### src/rtl/sbgs_pkg.sv
// Package for the set bipartition Gray sequencer: sizes, frame kinds,
// sequencer states, stack command/view structs and the frame action decode.
// No dependencies.
`timescale 1ns / 1ps

package sbgs_pkg;

    localparam int MAX_ELEMENTS = 32;
    localparam int DEPTH_W      = $clog2(MAX_ELEMENTS + 1);
    localparam int IDX_W        = $clog2(MAX_ELEMENTS);
    localparam int SIZE_W       = 6;

    localparam logic [SIZE_W-1:0] RESET_SIZE    = SIZE_W'(4);
    localparam logic [SIZE_W-1:0] MIN_SIZE      = SIZE_W'(3);
    localparam logic [SIZE_W-1:0] MAX_SIZE      = SIZE_W'(MAX_ELEMENTS);
    localparam logic [SIZE_W-1:0] PUSH_MIN_SIZE = SIZE_W'(4);
    localparam logic [SIZE_W-1:0] LOW_ELEMENT   = SIZE_W'(2);

    typedef logic [1:0] t_step;
    localparam t_step FIRST_STEP = 2'd0;
    localparam t_step LAST_STEP  = 2'd3;

    typedef enum logic [1:0] {
        KIND_ROOT = 2'd0,
        KIND_FWD  = 2'd1,
        KIND_REV  = 2'd2
    } t_kind;

    typedef enum logic [1:0] {
        ST_IDLE,
        ST_COMPLETE,
        ST_SETTLE,
        ST_FINISH
    } t_state;

    // Sequencer -> stack
    typedef struct packed {
        logic  fresh;   // load root frame at depth 0, depth becomes 1
        logic  push;
        logic  pop;
        logic  bump;    // advance top frame step
        t_kind child;
    } t_stack_cmd;

    // Stack -> sequencer
    typedef struct packed {
        logic [DEPTH_W-1:0] depth;
        t_kind              kind;
        t_step              step;
    } t_stack_view;

    typedef struct packed {
        logic              is_move;
        logic [SIZE_W-1:0] val;
        t_kind             child;
    } t_action;

    // Action of a frame at its current step; s is the frame size.
    function automatic t_action frame_action(t_kind kind, t_step step,
                                             logic [SIZE_W-1:0] s);
        t_action a;
        a.is_move = 1'b0;
        a.val     = '0;
        a.child   = KIND_REV;
        case (kind)
            KIND_ROOT: begin
                case (step)
                    2'd0: begin a.is_move = 1'b1; a.val = s - SIZE_W'(1); end
                    2'd1: a.child = KIND_FWD;
                    2'd2: begin a.is_move = 1'b1; a.val = s; end
                    default: a.child = KIND_REV;
                endcase
            end
            KIND_FWD: begin
                case (step)
                    2'd0: begin a.is_move = 1'b1; a.val = LOW_ELEMENT; end
                    2'd1: a.child = KIND_REV;
                    2'd2: begin a.is_move = 1'b1; a.val = s; end
                    default: a.child = KIND_FWD;
                endcase
            end
            default: begin
                // reverse, and the unused code behaves the same
                case (step)
                    2'd0: a.child = KIND_REV;
                    2'd1: begin a.is_move = 1'b1; a.val = s; end
                    2'd2: a.child = KIND_FWD;
                    default: begin a.is_move = 1'b1; a.val = LOW_ELEMENT; end
                endcase
            end
        endcase
        return a;
    endfunction

endpackage

### src/rtl/set_bipartition_gray_sequencer_top.sv
// Top level of the set bipartition Gray sequencer: ports, set-size register,
// output register. Depends on sbgs_pkg, sbgs_stack, sbgs_seq.
//
//  channel  | direction | handshake               | payload (low bit first)
//  ---------+-----------+-------------------------+---------------------------
//  s_axis   | in        | i_s_axis_tvalid/tready  | tdata[0] restart
//  m_axis   | out       | o_m_axis_tvalid/tready  | tdata[5:0] moved_element,
//           |           |                         | tlast last_move
//  cfg      | in        | i_cfg_valid/o_cfg_ready | i_cfg_data set_size
//
// Flow: an input is taken in idle; the sequencer then pops or advances the top
//   frame's step, pushes a child or skips the push for a child below size 3, and
//   ends with a final check; pops, step advances and pushes are each bounded by
//   the set size. While the sequencer walks the stack, the frame stack unit does
//   one pop, step or push per cycle.
// Reset: synchronous, active low; set size 4, empty stack, output empty.
// Stalls: a finished move waits in the sequencer until the output register is
//   free; input and config are accepted only while the sequencer is idle, and
//   a pending config write goes first, so input tready drops while cfg is valid.
`timescale 1ns / 1ps

module set_bipartition_gray_sequencer_top (
    input  logic       i_clk,
    input  logic       i_rst_n,
    // input stream
    input  logic       i_s_axis_tvalid,
    output logic       o_s_axis_tready,
    input  logic [7:0] i_s_axis_tdata,   // [0] restart, [7:1] zero
    // output stream
    output logic       o_m_axis_tvalid,
    input  logic       i_m_axis_tready,
    output logic [7:0] o_m_axis_tdata,   // [5:0] moved_element, [7:6] zero
    output logic       o_m_axis_tlast,   // last_move
    // config write
    input  logic       i_cfg_valid,
    output logic       o_cfg_ready,
    input  logic [5:0] i_cfg_data        // set_size
);
    import sbgs_pkg::*;

    logic [SIZE_W-1:0] r_set_size, n_set_size;
    logic              r_out_valid;
    logic [SIZE_W-1:0] r_out_elem;
    logic              r_out_last;

    t_stack_cmd        cmd;
    t_stack_view       view;
    logic              seq_idle, seq_done, seq_last;
    logic [SIZE_W-1:0] seq_val;
    logic              in_xact, cfg_xact, out_free;

    // config write wins over an input transaction in the same idle cycle
    assign o_s_axis_tready = seq_idle & !i_cfg_valid;
    assign o_cfg_ready     = seq_idle;
    assign in_xact         = i_s_axis_tvalid & o_s_axis_tready;
    assign cfg_xact        = i_cfg_valid & seq_idle;
    // output slot empties this cycle or already is empty
    assign out_free        = !r_out_valid || i_m_axis_tready;

    // set size saturates to the legal range
    always_comb begin
        n_set_size = SIZE_W'(i_cfg_data);
        if (n_set_size < MIN_SIZE) begin
            n_set_size = MIN_SIZE;
        end else if (n_set_size > MAX_SIZE) begin
            n_set_size = MAX_SIZE;
        end
    end

    always_ff @(posedge i_clk) begin
        if (!i_rst_n) begin
            r_set_size <= RESET_SIZE;
        end else if (cfg_xact) begin
            r_set_size <= n_set_size;
        end
    end

    // a set-size write also empties the stack (clear in sbgs_stack)
    sbgs_stack u_stack (
        .i_clk   (i_clk),
        .i_rst_n (i_rst_n),
        .i_clear (cfg_xact),
        .i_cmd   (cmd),
        .o_view  (view)
    );

    sbgs_seq u_seq (
        .i_clk      (i_clk),
        .i_rst_n    (i_rst_n),
        .i_start    (in_xact),
        .i_restart  (i_s_axis_tdata[0]),
        .i_size     (r_set_size),
        .i_view     (view),
        .i_out_free (out_free),
        .o_cmd      (cmd),
        .o_idle     (seq_idle),
        .o_done     (seq_done),
        .o_val      (seq_val),
        .o_last     (seq_last)
    );

    // output register
    always_ff @(posedge i_clk) begin
        if (!i_rst_n) begin
            r_out_valid <= 1'b0;
        end else if (seq_done) begin
            r_out_valid <= 1'b1;
        end else if (i_m_axis_tready) begin
            r_out_valid <= 1'b0;
        end
    end

    always_ff @(posedge i_clk) begin
        if (seq_done) begin
            r_out_elem <= seq_val;
            r_out_last <= seq_last;
        end
    end

    assign o_m_axis_tvalid = r_out_valid;
    assign o_m_axis_tdata  = {(8 - SIZE_W)'(0), r_out_elem};
    assign o_m_axis_tlast  = r_out_last;

endmodule

### src/rtl/sbgs_stack.sv
// Frame stack: kind/step registers per level plus the depth counter.
// Depends on sbgs_pkg.
`timescale 1ns / 1ps

module sbgs_stack (
    input  logic                     i_clk,
    input  logic                     i_rst_n,
    input  logic                     i_clear,
    input  sbgs_pkg::t_stack_cmd     i_cmd,
    output sbgs_pkg::t_stack_view    o_view
);
    import sbgs_pkg::*;

    t_kind              r_kind [MAX_ELEMENTS];
    t_step              r_step [MAX_ELEMENTS];
    logic [DEPTH_W-1:0] r_depth, n_depth;
    logic [IDX_W-1:0]   top_idx, push_idx;

    assign top_idx  = IDX_W'(r_depth - DEPTH_W'(1));
    assign push_idx = r_depth[IDX_W-1:0];

    always_comb begin
        n_depth = r_depth;
        if (i_clear) begin
            n_depth = '0;
        end else if (i_cmd.fresh) begin
            n_depth = DEPTH_W'(1);
        end else if (i_cmd.push) begin
            n_depth = r_depth + DEPTH_W'(1);
        end else if (i_cmd.pop) begin
            n_depth = r_depth - DEPTH_W'(1);
        end
    end

    always_ff @(posedge i_clk) begin
        if (!i_rst_n) begin
            r_depth <= '0;
        end else begin
            r_depth <= n_depth;
        end
    end

    // frame storage, no reset: only levels below depth are ever used
    always_ff @(posedge i_clk) begin
        if (i_cmd.fresh) begin
            r_kind[0] <= KIND_ROOT;
            r_step[0] <= FIRST_STEP;
        end else if (i_cmd.push) begin
            r_kind[push_idx] <= i_cmd.child;
            r_step[push_idx] <= FIRST_STEP;
        end else if (i_cmd.bump) begin
            r_step[top_idx] <= r_step[top_idx] + t_step'(1);
        end
    end

    assign o_view.depth = r_depth;
    assign o_view.kind  = r_kind[top_idx];
    assign o_view.step  = r_step[top_idx];

endmodule

### src/rtl/sbgs_seq.sv
// Sequencer: walks the frame stack one pop, step or push per cycle
// until the next move is on top or the stack is empty. Depends on sbgs_pkg.
`timescale 1ns / 1ps

module sbgs_seq (
    input  logic                        i_clk,
    input  logic                        i_rst_n,
    input  logic                        i_start,
    input  logic                        i_restart,
    input  logic [sbgs_pkg::SIZE_W-1:0] i_size,
    input  sbgs_pkg::t_stack_view       i_view,
    input  logic                        i_out_free,
    output sbgs_pkg::t_stack_cmd        o_cmd,
    output logic                        o_idle,
    output logic                        o_done,
    output logic [sbgs_pkg::SIZE_W-1:0] o_val,
    output logic                        o_last
);
    import sbgs_pkg::*;

    t_state            r_state, n_state;
    logic [SIZE_W-1:0] r_val, n_val;
    logic [SIZE_W-1:0] frame_size;
    logic              empty;
    t_action           act;

    // size of top frame: n - (depth - 1)
    assign frame_size = i_size - SIZE_W'(i_view.depth) + SIZE_W'(1);
    assign empty      = (i_view.depth == '0);
    assign act        = frame_action(i_view.kind, i_view.step, frame_size);

    always_ff @(posedge i_clk) begin
        if (!i_rst_n) begin
            r_state <= ST_IDLE;
        end else begin
            r_state <= n_state;
        end
    end

    always_ff @(posedge i_clk) begin
        r_val <= n_val;
    end

    always_comb begin
        n_state     = r_state;
        n_val       = r_val;
        o_cmd       = '0;
        o_cmd.child = act.child;
        o_done      = 1'b0;
        case (r_state)
            ST_IDLE: begin
                if (i_start) begin
                    if (i_restart || empty) begin
                        o_cmd.fresh = 1'b1;
                        n_val       = i_size - SIZE_W'(1);   // root opens with n-1
                    end else begin
                        n_val = act.val;
                    end
                    n_state = ST_COMPLETE;
                end
            end
            ST_COMPLETE: begin
                if (empty) begin
                    n_state = ST_SETTLE;
                end else if (i_view.step == LAST_STEP) begin
                    o_cmd.pop = 1'b1;
                end else begin
                    o_cmd.bump = 1'b1;
                    n_state    = ST_SETTLE;
                end
            end
            ST_SETTLE: begin
                if (empty || act.is_move) begin
                    n_state = ST_FINISH;
                end else if (frame_size >= PUSH_MIN_SIZE &&
                             i_view.depth < DEPTH_W'(MAX_ELEMENTS)) begin
                    o_cmd.push = 1'b1;
                end else begin
                    // child too small: the push counts as done at once
                    n_state = ST_COMPLETE;
                end
            end
            ST_FINISH: begin
                if (i_out_free) begin
                    o_done  = 1'b1;
                    n_state = ST_IDLE;
                end
            end
            default: n_state = ST_IDLE;
        endcase
    end

    assign o_idle = (r_state == ST_IDLE);
    assign o_val  = r_val;
    assign o_last = empty;

endmodule

### config.mk
export PLATFORM = sky130hd
export DESIGN_NAME = set_bipartition_gray_sequencer_top
export DESIGN_NICKNAME = d
export VERILOG_FILES = /design/src/rtl/sbgs_pkg.sv /design/src/rtl/set_bipartition_gray_sequencer_top.sv /design/src/rtl/sbgs_stack.sv /design/src/rtl/sbgs_seq.sv
export SDC_FILE = /design/constraint.sdc
export NUM_CORES = 1
export LEC_CHECK = 0
export BUFFER_PORTS_ARGS = -buffer_cell sky130_fd_sc_hd__clkbuf_2
export CORE_MARGIN = 5
export CORE_UTILIZATION = 56
export DETAILED_ROUTE_END_ITERATION = 10
export PLACE_DENSITY = 0.75
export SYNTH_ARGS = -nofsm -noshare
export SYNTH_HDL_FRONTEND = slang
export SYNTH_SLANG_ARGS = --single-unit
### constraint.sdc
create_clock -name i_clk -period 4.8 [get_ports i_clk]
set_input_delay 0.48 -clock i_clk [delete_from_list [all_inputs] [get_ports i_clk]]
set_output_delay 0.48 -clock i_clk [all_outputs]
set_load 0.02 [all_outputs]
==> metrics.md <==
| Metric | Value |
|---|---|
| Status | `complete, no violations` |
| Overflow after GRT | `0` |
| Worst Max-Slew Pin Slew | `0.960 ns` |
| Leading area contributor after synthesis | `edfxtp_1` |
| Setup CP Type | `flip-flop to flip-flop` |
| Max-slew violation count | `0` |
| Top_reg_cell synth | `edfxtp_1` |
| Netlist cell types | `61` |
| Setup ws final | `0.133 ns` |
| Non-Filler Instances | `767` |
| CTS sink cnt | `156` |
| P_sw | `about 920 µW` |
| Die area | `between 15,000 and 20,000 µm²` |
| RD Place Congestion | `between 0.9 and 1` |
| Slew margin rel. | `0.360` |
| Skew final | `0.0135 ns` |
| Max Root-Sink Buffers | `2` |
| Placed inst area | `7890 µm²` |
| Multi-input logic area | `2790 µm²` |
| Sw Ratio | `0.270` |
| Die height | `126 µm` |
| Starting DRT DRC Count | `roughly 460` |
| FILL cells | `between 900 and 1,000` |
| Synthesis Warnings | `0` |
| Power density cells | `402 nW/µm²` |
| Max Fclk | `214 MHz` |
| Register area share after synthesis | `0.603` |
| Antenna violations before repair | `0` |
| Crit path DAT | `4.78 ns` |
| Die extent in x | `126 µm` |
| Overall routing resource usage | `0.219` |
| DR vias | `4,825` |
| Leakage | `between 0.002 and 0.003 µW` |
| Starting Density | `0.570` |
| Highest ir drop seen on vdd | `0.000369 V` |
| Synthesized cell area | `between 7000 and 8000 µm²` |
| Dpl ws | `between 0.1 and 0.15 ns` |
| HPWL Detailed | `11,300 µm` |
| Synth Instances | `540` |
| Detail Route Antenna Nets | `0` |
| WL per Instance | `21.8 µm` |
| Vias per cell | `6.29` |
| Final setup fails | `0` |
| Final wirelength | `16,700 µm` |
| CP Launch Type | `flip-flop` |
| Synth area leaders | `edfxtp_1, mux4_2, dfxtp_1` |
| CP endpoint kind | `flip-flop` |
| Seq pwr share | `0.448` |
| CP Max Fanout | `9` |
| Core box area | `around 13,000 µm²` |
| Async SR Flop Fraction | `0` |
| Diodes inserted | `0` |
| Setup tns final | `0 ns` |
| Placed cells | `732` |
| Required time of the critical path | `between 4 and 5 ns` |
| Pre-Repair DR Iteration Count | `5` |
| Final cell area excluding filler cells | `8510 µm²` |
| Register bit total from synthesis | `156` |
| Combinational share of power | `0.171` |
| Inserted Clock Buffers | `17` |
| Largest net degree at the start of global routing | `33` |
| H-Tree Depth | `4` |
| CTS tree | `done` |
| Commonest non-fill, non-tap cell in the layout | `edfxtp_1` |
| Hold Path Class | `input port to flip-flop` |
| Synthesis-to-layout area growth | `13.2%` |
| Remaining DRCs | `0` |
| # IOs | `31` |
| Final period util | `0.972` |
| Commonest cells after routing, fill and taps aside | `edfxtp_1, nor2_1, nor3_1, mux4_2, nand2_1` |
| Max Cap Viol | `0` |
| Seq. cell area | `4540 µm²` |
| CTS root buf | `clkbuf_16` |
| Number of synthesized flops with an enable pin | `141` |
| Worst-Skew Late Latency | `0.43 ns` |
| Layout cells sized above 1 | `0.225` |
| IO buf count | `21` |
| Post-synth top area share | `0.563` |
| Clk slew on worst S/H paths | `0.07 ns` |
| Final Hold Viols | `0` |
| P_int | `2490 µW` |
| Rows | `42` |
| Global-route wire length before repair | `26,700 µm` |
| Mapped Avg Cell Area | `13.9 µm²` |
| Fin crit period | `4.67 ns` |
| Clock power frac | `0.382` |
| Vias in the first global route | `4,858` |
| Cts hold-fix bufs | `0` |
| Net count, final | `619` |
## cell families (layout without fill, tap and decap cells)
logic type                 count (synthesis)  count (layout)  share of synthesized area
buffers and inverters                     51             101                     0.0296
adders and majority gates                 21              21                     0.0360
DFF                                      156             156                      0.603
and+or+nand+nor                          176             176                      0.112
muxes                                     44              44                      0.128
xor gates and xnor gates                  19              19                     0.0231
AOI/OAI and AO/OA                         72              72                     0.0667
other                                      1               2                   0.000499
## routing by layer
| layer | GRT usage | up-vias | wire length (µm) |
|---|---|---|---|
| met5 | 0 | - | 0 |
| met4 | 0.0681 | 0 | 366 |
| li1 | - | 2160 | - |
| met2 | 0.371 | 253 | 8470 |
| met1 | 0.288 | 2381 | 6550 |
| met3 | 0.0461 | 31 | 1320 |
## worst max-delay path, stage by stage (launching register included)
cell and delay, ns:
dfxtp_1 0.33, inv_1 0.08, ha_1 0.29, xnor2_4 0.29, buf_6 0.20, mux4_2 0.31
mux4_2 0.53, mux2i_4 0.17, inv_1 0.14, ha_1 0.24, a311o_2 0.40, nor2_1 0.16
a21oi_1 0.11, or4_4 0.60, o22a_1 0.30, nor2_1 0.20
## final cells by class
type | instances | area share
clock buffer | 17 | 0.0500
clock inverter | 14 | 0.0168
inverter | 24 | 0.0106
multi-input combinational | 334 | 0.327
sequential | 156 | 0.533
tap | 176 | 0.0259
timing repair buffer | 46 | 0.0363
## worst paths after layout
path,depth (start not counted),endpoint,start,slack (ns)
max,15,u_stack.r_step[15][1],u_stack.r_depth[1],0.13
min,3,r_set_size[5],i_cfg_valid,0.37
max reg2reg,15,u_stack.r_step[15][1],u_stack.r_depth[1],0.13
min reg2reg,0,r_out_elem[5],u_seq.o_val[5],0.42
## synthesized netlist by cell type (all sizes together), types with 2 or more instances
cell type  count
o22a           3
o22ai          3
ha            20
xor2           6
nor2          60
xnor2         13
o31ai          4
a21boi         2
a21o           2
nand4          3
clkbuf        15
nand2         28
o211ai         3
inv           24
a21oi         15
a311oi         2
or3            2
nor3          43
nand2b         4
mux4          40
a31oi          7
dfxtp         15
nand3         12
nor2b          6
o21ai         12
o21a           2
a211oi         5
nor3b          4
buf           12
mux2i          4
edfxtp       141
and2           5
nor4           5
## what timing repair did
item,4_1_cts,5_1_grt
buffers inserted,0,4
setup endpoints to repair,0,26
gates resized for setup,0,4
## through the flow
stage	hold slack, ns	utilization	power [µW]
after global routing	0.369	0.645	3550
after CTS	0.344	0.641	3420
after detailed placement	0.407	0.598	2130
after floorplan	0.400	-	1970
final	0.369	0.645	3420
after global placement	0.400	0.598	2120
## sequential cells by signal (all words and copies together), names as in the netlist
| register | cells |
|---|---|
| r_out_elem | 6 |
| r_set_size | 6 |
| u_seq.r_state | 2 |
| u_seq.o_val | 6 |
| u_stack.r_kind | 64 |
| u_stack.r_depth | 6 |
| o_m_axis_tvalid | 1 |
| o_m_axis_tlast | 1 |
| u_stack.r_step | 64 |
## power groups by stage
stage	clock network, µW	registers [µW]	logic (µW)
6_report	1300	1530	584
3_5_place_dp	0	1560	570
2_1_floorplan	0	1550	422
5_1_grt	1380	1530	632
4_1_cts	1320	1530	574
3_3_place_gp	0	1560	559
(Power assumes the default switching activity.)
